## src/rtl/core/olist_pkg.sv

```systemverilog
package olist_pkg;

    localparam int DEPTH = 16;
    localparam int VAL_W = 32;

    localparam logic KIND_INSERT = 1'b0;
    localparam logic KIND_DELETE = 1'b1;

    // controls broadcast to every cell of the chain
    typedef struct packed {
        logic ins;      // insert accepted: shift back one place
        logic start;    // any word accepted: mark current entries
        logic pop;      // front leaves, chain moves forward one place
        logic keep;     // popped front goes back in behind the last entry
    } olist_ctl_t;

    typedef logic signed [VAL_W-1:0] olist_val_t;

endpackage

```

## src/rtl/core/olist_cell.sv

```systemverilog
module olist_cell (
    input  logic                clk,
    input  logic                rst_n,
    input  olist_pkg::olist_ctl_t ctl,
    input  olist_pkg::olist_val_t prev_val,
    input  logic                prev_vld,
    input  olist_pkg::olist_val_t next_val,
    input  logic                next_vld,
    input  logic                next_mark,
    input  olist_pkg::olist_val_t recirc_val,
    output olist_pkg::olist_val_t val,
    output logic                vld,
    output logic                mark
);
    import olist_pkg::*;

    olist_val_t val_reg;
    olist_val_t val_next;
    logic       vld_reg;
    logic       vld_next;
    logic       mark_reg;
    logic       mark_next;
    logic       tail_here;

    // this cell is the last held entry: the popped front lands here
    assign tail_here = vld_reg && !next_vld;

    always_comb
    begin
        val_next  = val_reg;
        vld_next  = vld_reg;
        mark_next = mark_reg;
        if (ctl.ins)
        begin
            val_next  = prev_val;
            vld_next  = prev_vld;
            mark_next = prev_vld;
        end
        else if (ctl.start)
        begin
            mark_next = vld_reg;
        end
        else if (ctl.pop)
        begin
            if (ctl.keep && tail_here)
            begin
                val_next  = recirc_val;
                vld_next  = 1'b1;
                mark_next = 1'b0;
            end
            else
            begin
                val_next  = next_val;
                vld_next  = next_vld;
                mark_next = next_mark;
            end
        end
    end

    always_ff @(posedge clk)
    begin
        val_reg <= val_next;
    end

    always_ff @(posedge clk or negedge rst_n)
    begin
        if (!rst_n)
        begin
            vld_reg  <= 1'b0;
            mark_reg <= 1'b0;
        end
        else
        begin
            vld_reg  <= vld_next;
            mark_reg <= mark_next;
        end
    end

    assign val  = val_reg;
    assign vld  = vld_reg;
    assign mark = mark_reg;

endmodule

```

## src/rtl/core/ordered_list_insert_front_delete_match_core.sv

```systemverilog
// The last result of a word is strobed, with is_last, once every entry held when the dump
// begins (a matched delete's entry included) has passed through the front cell.
// A new word is taken only while busy is low; during a dump the chain rotates one entry
// a cycle through the front cell.
// Results cannot be stalled: each is valid for exactly one cycle with strobe.
module ordered_list_insert_front_delete_match_core (
    input  logic                  clk,
    input  logic                  rst_n,
    input  logic                  start,
    output logic                  busy,
    input  logic                  kind,
    input  olist_pkg::olist_val_t value,
    output logic                  strobe,
    output olist_pkg::olist_val_t entry_value,
    output logic                  is_last,
    output logic                  list_empty,
    output logic                  insert_rejected
);
    import olist_pkg::*;

    localparam logic ST_IDLE = 1'b0;
    localparam logic ST_DUMP = 1'b1;

    logic       state_reg;
    logic       state_next;
    olist_val_t key_reg;
    olist_val_t key_next;
    logic       is_del_reg;
    logic       is_del_next;
    logic       found_reg;
    logic       found_next;
    logic       rej_reg;
    logic       rej_next;
    logic       pend_vld_reg;
    logic       pend_vld_next;
    olist_val_t pend_val_reg;
    olist_val_t pend_val_next;
    logic       strobe_reg;
    logic       strobe_next;
    olist_val_t out_val_reg;
    olist_val_t out_val_next;
    logic       last_reg;
    logic       last_next;
    logic       empty_reg;
    logic       empty_next;
    logic       orej_reg;
    logic       orej_next;

    olist_ctl_t ctl;
    olist_val_t cell_val  [DEPTH];
    logic       cell_vld  [DEPTH];
    logic       cell_mark [DEPTH];
    logic [DEPTH-1:0] vld_vec;

    logic accept;
    logic full;
    logic front_pop;
    logic front_hit;

    assign accept    = start && (state_reg == ST_IDLE);
    assign full      = cell_vld[DEPTH-1];
    assign front_pop = (state_reg == ST_DUMP) && cell_vld[0] && cell_mark[0];
    assign front_hit = is_del_reg && !found_reg && (cell_val[0] == key_reg);

    always_comb
    begin
        ctl.start = accept;
        ctl.ins   = accept && (kind == KIND_INSERT) && !full;
        ctl.pop   = front_pop;
        ctl.keep  = !front_hit;
    end

    genvar gi;
    generate
        for (gi = 0; gi < DEPTH; gi++)
        begin : g_cell
            olist_val_t pv;
            logic       pvld;
            olist_val_t nv;
            logic       nvld;
            logic       nmark;

            if (gi == 0)
            begin : g_front
                assign pv   = value;
                assign pvld = 1'b1;
            end
            else
            begin : g_mid_prev
                assign pv   = cell_val[gi-1];
                assign pvld = cell_vld[gi-1];
            end

            if (gi == DEPTH-1)
            begin : g_tail
                assign nv    = '0;
                assign nvld  = 1'b0;
                assign nmark = 1'b0;
            end
            else
            begin : g_mid_next
                assign nv    = cell_val[gi+1];
                assign nvld  = cell_vld[gi+1];
                assign nmark = cell_mark[gi+1];
            end

            olist_cell u_cell (
                .clk        (clk),
                .rst_n      (rst_n),
                .ctl        (ctl),
                .prev_val   (pv),
                .prev_vld   (pvld),
                .next_val   (nv),
                .next_vld   (nvld),
                .next_mark  (nmark),
                .recirc_val (cell_val[0]),
                .val        (cell_val[gi]),
                .vld        (cell_vld[gi]),
                .mark       (cell_mark[gi])
            );

            assign vld_vec[gi] = cell_vld[gi];
        end
    endgenerate

    always_comb
    begin
        state_next    = state_reg;
        key_next      = key_reg;
        is_del_next   = is_del_reg;
        found_next    = found_reg;
        rej_next      = rej_reg;
        pend_vld_next = pend_vld_reg;
        pend_val_next = pend_val_reg;
        strobe_next   = 1'b0;
        out_val_next  = out_val_reg;
        last_next     = last_reg;
        empty_next    = empty_reg;
        orej_next     = orej_reg;
        unique case (state_reg)
            ST_IDLE:
            begin
                if (accept)
                begin
                    key_next      = value;
                    is_del_next   = (kind == KIND_DELETE);
                    found_next    = 1'b0;
                    rej_next      = (kind == KIND_INSERT) && full;
                    pend_vld_next = 1'b0;
                    state_next    = ST_DUMP;
                end
            end
            ST_DUMP:
            begin
                if (front_pop)
                begin
                    if (front_hit)
                    begin
                        found_next = 1'b1;
                    end
                    else
                    begin
                        // hold one survivor back so the last one can be flagged
                        if (pend_vld_reg)
                        begin
                            strobe_next  = 1'b1;
                            out_val_next = pend_val_reg;
                            last_next    = 1'b0;
                            empty_next   = 1'b0;
                            orej_next    = rej_reg;
                        end
                        pend_vld_next = 1'b1;
                        pend_val_next = cell_val[0];
                    end
                end
                else
                begin
                    strobe_next   = 1'b1;
                    out_val_next  = pend_vld_reg ? pend_val_reg : '0;
                    last_next     = 1'b1;
                    empty_next    = !pend_vld_reg;
                    orej_next     = rej_reg;
                    pend_vld_next = 1'b0;
                    state_next    = ST_IDLE;
                end
            end
            default:
            begin
                state_next = ST_IDLE;
            end
        endcase
    end

    always_ff @(posedge clk)
    begin
        key_reg      <= key_next;
        is_del_reg   <= is_del_next;
        rej_reg      <= rej_next;
        pend_val_reg <= pend_val_next;
        out_val_reg  <= out_val_next;
        last_reg     <= last_next;
        empty_reg    <= empty_next;
        orej_reg     <= orej_next;
    end

    always_ff @(posedge clk or negedge rst_n)
    begin
        if (!rst_n)
        begin
            state_reg    <= ST_IDLE;
            found_reg    <= 1'b0;
            pend_vld_reg <= 1'b0;
            strobe_reg   <= 1'b0;
        end
        else
        begin
            state_reg    <= state_next;
            found_reg    <= found_next;
            pend_vld_reg <= pend_vld_next;
            strobe_reg   <= strobe_next;
        end
    end

    assign busy            = (state_reg != ST_IDLE);
    assign strobe          = strobe_reg;
    assign entry_value     = out_val_reg;
    assign is_last         = last_reg;
    assign list_empty      = empty_reg;
    assign insert_rejected = orej_reg;

`ifndef SYNTHESIS
    a_strobe_from_dump: assert property (@(posedge clk) disable iff (!rst_n)
        strobe |-> $past(state_reg == ST_DUMP))
        else $error("result strobed without a dump in progress");

    a_empty_is_last: assert property (@(posedge clk) disable iff (!rst_n)
        (strobe && list_empty) |-> is_last)
        else $error("empty result not flagged last");

    a_valid_run: assert property (@(posedge clk) disable iff (!rst_n)
        ((vld_vec + 1'b1) & vld_vec) == '0)
        else $error("held entries do not form a run from the front");

    a_word_goes_busy: assert property (@(posedge clk) disable iff (!rst_n)
        (start && !busy) |=> busy)
        else $error("accepted word did not start a dump");

    a_last_ends_dump: assert property (@(posedge clk) disable iff (!rst_n)
        (strobe && is_last) |-> !busy)
        else $error("last result strobed while still busy");
`endif

endmodule

```

## config.mk

```make
export PLATFORM = sky130hd
export DESIGN_NAME = ordered_list_insert_front_delete_match_core
export DESIGN_NICKNAME = d
export VERILOG_FILES = /design/src/rtl/core/olist_pkg.sv /design/src/rtl/core/olist_cell.sv /design/src/rtl/core/ordered_list_insert_front_delete_match_core.sv
export SDC_FILE = /design/constraint.sdc
export NUM_CORES = 1
export LEC_CHECK = 0
export ABC_AREA = 1
export BUFFER_PORTS_ARGS = -buffer_cell sky130_fd_sc_hd__buf_2
export CAP_MARGIN = 5
export CORE_MARGIN = 4
export CORE_UTILIZATION = 63
export DETAILED_ROUTE_END_ITERATION = 10
export MAX_ROUTING_LAYER = met4
export PLACE_DENSITY = 0.8
export SYNTH_ARGS = -nofsm -noshare
export SYNTH_HDL_FRONTEND = slang
export SYNTH_SLANG_ARGS = --single-unit
```

## constraint.sdc

```tcl
create_clock -name clk -period 26.6 [get_ports clk]
set_input_delay 3.99 -clock clk [delete_from_list [all_inputs] [get_ports clk]]
set_output_delay 3.99 -clock clk [all_outputs]
set_load 0.05 [all_outputs]
```

Word-level counts from Yosys, hierarchy flattened
Cells that the tools add are included.
Storage, ports and cells
  input bits: 36
  memories kept: 0
  bits in writable memories: 0
  output and inout port bits: 37
  memory bits (read-only): 0
  logic and storage cells: 353
  bits in latches: 0
  flip-flop bits (word level): 649
Cells by class
  mux-type cells: 215
  multipliers: 0
  shift operators: 0
  add/sub/neg operators: 0
  div/mod/pow operators: 0
  eq/ne operators: 9
  $lt $le $gt $ge: 0
  bitwise gates (word level): 3
  reduce and logical (&&, ||, !) cells: 66
Operators by type and width (number)
  2-to-1 mux 32 bit: 68
  2-to-1 mux 1 bit: 144
  logical AND 1 bit: 39
  == test 32 bit: 1
  zero test 1 bit: 18
  AND reduction 3 bit: 4
  inequality test 2 bit, second input constant: 5
  one-hot mux 1 bit (2 select lines): 3
  AND reduction 2 bit: 3
  inequality test 2 x 1 -> 1 bit, second input constant: 2
  inequality test 3 bit, second input constant: 1
  NOT 1 bit: 3
  nonzero test 3 bit: 1
  nonzero test 2 bit: 1

Depth between registers and ports, before layout
  depth in word-level cells: 9
  depth in mapped cells: 17
  mapped depth without buffers: 14

Modules after synthesis
Synthesis repeated with hierarchy kept, for this count alone.
Second synthesis, totals
  cells, all modules: 3606
  area total of the unflattened synthesis: 33721.1 um^2
Modules (own cells, without submodules)
  olist_cell: area each 1834.3 um^2, cells an instance 200, seq. area each 1011.0 um^2, times used 16
  ordered_list_insert_front_delete_match_core: area each 4372.9 um^2, cells an instance 406, seq. area each 3133.0 um^2, times used 1

Worst setup path before layout
Ideal clock, no wire load.
  path type: input port to flip-flop
  start: input port start
  end: register g_cell[0].u_cell.val_reg[0] (enable)
  setup time: 0.391 ns
  arrival time: 16.187 ns
  buffers on the path: 1
  data required time: 26.209 ns
  slack: 10.022 ns
  stages: 9
  cell sequence: inv_1 > nor2_2 > inv_1 > nor3_2 > buf_2 > nor2_1 > inv_1 > o21ai_0 > inv_1
On the way
  cells in the longest elaborated chain, start to end: 5
  elaborated cells between the ends (all ways): 7
  classes of those cells: eq/ne (2); reduce/logical (5)
RTL lines
  start: declaration: line ordered_list_insert_front_delete_match_core.sv:9  | input logic start,
  logical AND 1 bit (*): line ordered_list_insert_front_delete_match_core.sv:60  | assign accept = start && (state_reg == ST_IDLE);
  logical AND 1 bit (2 in a row): line ordered_list_insert_front_delete_match_core.sv:68  | ctl.ins = accept && (kind == KIND_INSERT) && !full;
  inequality test 2 bit (no source line) or nonzero test 2 bit (tied branches)
  AND reduction 3 bit (no source line) (*)
  end signal: assignment: line olist_cell.sv:62  | val_reg <= val_next;
  end: declaration: line olist_cell.sv:17  | olist_val_t val_reg;
Every way passes the cells marked *; elsewhere a longest branch is shown, timed or not.
A chain may end at the register's enable or synchronous reset.

Final worst setup path
  start: input port start
  end: register g_cell[12].u_cell.val_reg[15] (enable)
On the way
  cells in the longest elaborated chain, start to end: 5
  elaborated cells between the ends (all ways): 6
  classes of those cells: eq/ne (1); reduce/logical (5)
RTL lines (line)
  logical AND 1 bit (*): ordered_list_insert_front_delete_match_core.sv:60
  logical AND 1 bit (2 in a row): ordered_list_insert_front_delete_match_core.sv:68
  inequality test 2 bit (no source line) or nonzero test 2 bit (tied branches)
  AND reduction 2 bit (no source line) (*)
  end signal: assignment: olist_cell.sv:62
  end: declaration: olist_cell.sv:17
Marked as above.

==> impl_metrics.csv <==
group,metric,value,unit
timing,rsz0062_at_grt,"no",
pwr,power_density,89.52,nW/um^2
route,ant_nets,0,
yosys,synthArstFlopShare,0.05547,
cts,cts_setup_buffers,0,
route,drt_iter0_markers,3782,
route,vias,25160,
die,core_area,50270,sq um
setup_path,crit_path_end_kind,"flop",
timing,setup_viol,0,
finish,layout_common_cells,"nand2_1, edfxtp_1, inv_1, o21ai_0, nand3_1",
route,drtPass1Iterations,7,
route,wl_per_cell,19.37,um
yosys,synth_warnings,0,
cts,cts_tree,"yes",
pwr,peakVddDrop,0.00007100,V
placed_design,place_hpwl,43750,um
yosys,synth_edf_count,613,
global_routing,grt_first_pass_wirelength,128200,um
timing,hold_slack,498.8,ps
die,dieArea,54750,sq um
cts,root_buffer,"clkbuf_16",
finish,area_growth_syn_to_layout,7.805,%
setup_path,max_stage_delay,970,ps
timing,tns,0,ps
setup_path,path_delay_family,"buffers and inverters",
placed_design,port_buffers,72,
timing,clock_skew,26.08,ps
setup_path,critical_path_class,"in2reg",
finish,nFillCells,3818,
timing,post-route-period-util,0.3155,
global_routing,grt_antenna_before_repair,0,
pwr,p_leak,14.87,nW
finish,final_common_cell,"nand2_1",
yosys,synthFlopType,"edfxtp_1",
yosys,synth.net_count,3679,
finish,fin_cells,4298,
finish,largest_reg_flops,512,
die,num_rows,82,
cts,numCtsBuffers,67,
route,drc,0,
timing,hold_violations,0,
global_routing,track_usage,0.3109,
die,ios,73,
finish,design_area,34680,sq um
cts,htree_levels,3,
yosys,postSynthCellCount,3643,
placed_design,dp_cells,4177,
hold_path,hold_class,"reg2reg",
yosys,netlist_top_cells_area,"edfxtp_1, nand2_1, o21ai_0, inv_1, nand3_1",
die,die_y,234.0,um
cts,ctsResizeCount,0,
timing,max_freq,119.2,MHz
placed_design,dpl-instance-area,32540,sq um
yosys,synth_area_per_cell,8.832,sq um
setup_path,arrival,8600,ps
placed_design,gp_congestion,0.8020,
setup_path,crit_path_cell_trace,"buf_2 -> inv_1 -> nor2_4 -> buf_4 -> inv_1 -> nor3_4 -> nor2_1 -> inv_8 -> buf_4 -> buf_4",
timing,drv_slew,0,
cts,clockBufferDepth,3,
yosys,synth_top_cell_by_area,"edfxtp_1",
yosys,synth_seq_area_share,0.6001,
setup_path,path_common_cell,"buf_4",
route,viasPerCell,5.854,
setup_path,cp.required,26810,ps
run,cap_violations,0,
timing,slew_headroom,0.2088,
cts,clkSinkCount,649,
setup_path,slowest_stage,"buf_4",
cts,clk_latency,610,ps
run_status,status,"finished clean",
yosys,synth_seq_cells,649,
route,drt-total-wl,83240,um
cts,clkTransAtPathRegs,60,ps
setup_path,critPathBufInv,7,
timing,period_minus_slack,8392,ps
global_routing,grt_start_max_net_pins,253,
global_routing,grt_pass1_vias,23210,
yosys,yosysTopAreaCellShare,0.5721,
die,start_util,0.6400,
finish,drive_gt1_frac,0.06702,
yosys,synthesis.area,32170,sq um
global_routing,overflow,0,
finish,n_antenna_cell,0,
timing,tightest_slew,1185,ps
setup_path,cp_max_fo,146,
yosys,synth_cell_types,30,
finish,nets,3610,
setup_path,cp-start-kind,"input port",
cts,cts_hold_buf,0,
die,die_width,234.0,um
==> layout make-up <==
cell class              count  area (sq um)  share of cell area
flip-flops and latches    649         19310              0.5567
well taps                 672         840.8             0.02424
clock inverters            34         312.8            0.009018
repair buffers            102         598.1             0.01724
clock buffers              87          1837             0.05296
inverters                 558          2110             0.06082
multi-input cells        2196          9678              0.2790
==> synth_stat cells, types with 6 or more instances <==
| cell | count |
|---|---|
| nand3_1 | 219 |
| a31oi_1 | 33 |
| inv_1 | 527 |
| o21ai_0 | 430 |
| o22ai_1 | 32 |
| nor2_1 | 104 |
| o21ai_1 | 173 |
| clkbuf_1 | 115 |
| dfrtp_1 | 36 |
| o211ai_1 | 6 |
| a21oi_1 | 38 |
| buf_2 | 87 |
| nand2_1 | 1134 |
| edfxtp_1 | 613 |
| buf_4 | 32 |
| inv_2 | 29 |
==> final timing paths <==
path | cells past startpoint | slack [ps] | from | to
worst min register to register | 0 | 500 | rej_reg$_DFFE_PP_ | insert_rejected$_DFFE_PP_
min in group asynchronous | 1 | 3490 | rst_n | g_cell[11].u_cell.mark$_DFFE_PN0P_
max in group asynchronous | 1 | 22560 | rst_n | g_cell[1].u_cell.mark$_DFFE_PN0P_
worst max-delay path | 10 | 18210 | start | g_cell[12].u_cell.val[15]$_DFFE_PP_
worst min-delay path | 0 | 500 | rej_reg$_DFFE_PP_ | insert_rejected$_DFFE_PP_
worst max register to register | 8 | 21190 | busy$_DFF_PN0_ | g_cell[12].u_cell.val[15]$_DFFE_PP_
==> report_power, final <==
| group | switching, mW | internal, mW | leakage [nW] | total [mW] |
|---|---|---|---|---|
| Combinational | 0.622 | 0.221 | 7.83 | 0.843 |
| Clock | 0.399 | 0.546 | 1.04 | 0.944 |
| Sequential | 0.0435 | 1.27 | 6.01 | 1.32 |
| Total | 1.06 | 2.04 | 14.9 | 3.10 |
==> through the flow <==
| step | worst slack, ps | util | power, mW |
|---|---|---|---|
| 2_1_floorplan | 10020 | - | 1.911 |
| 3_3_place_gp | 17550 | 0.6472 | 2.121 |
| 4_1_cts | 18160 | 0.6899 | 3.086 |
| 6_report | 18210 | 0.6899 | 3.105 |
| 5_1_grt | 17780 | 0.6899 | 3.233 |
| 3_5_place_dp | 17530 | 0.6472 | 2.149 |
==> cells by family after synthesis <==
group                  share of synthesized area
buffers and inverters                     0.1005
XOR/XNOR                                0.002178
flip-flops                                0.6001
AND/OR/NAND/NOR                           0.1828
AO/OA/AOI/OAI                             0.1145
==> metal layers <==
metal | GRT usage | part of all wire
met2 | 0.4623 | 0.45
met3 | 0.06390 | 0.12
met4 | 0.1307 | 0.042
met1 | 0.4225 | 0.39
met5 | - | 0
Note: power is estimated with default switching activity, not from simulation.
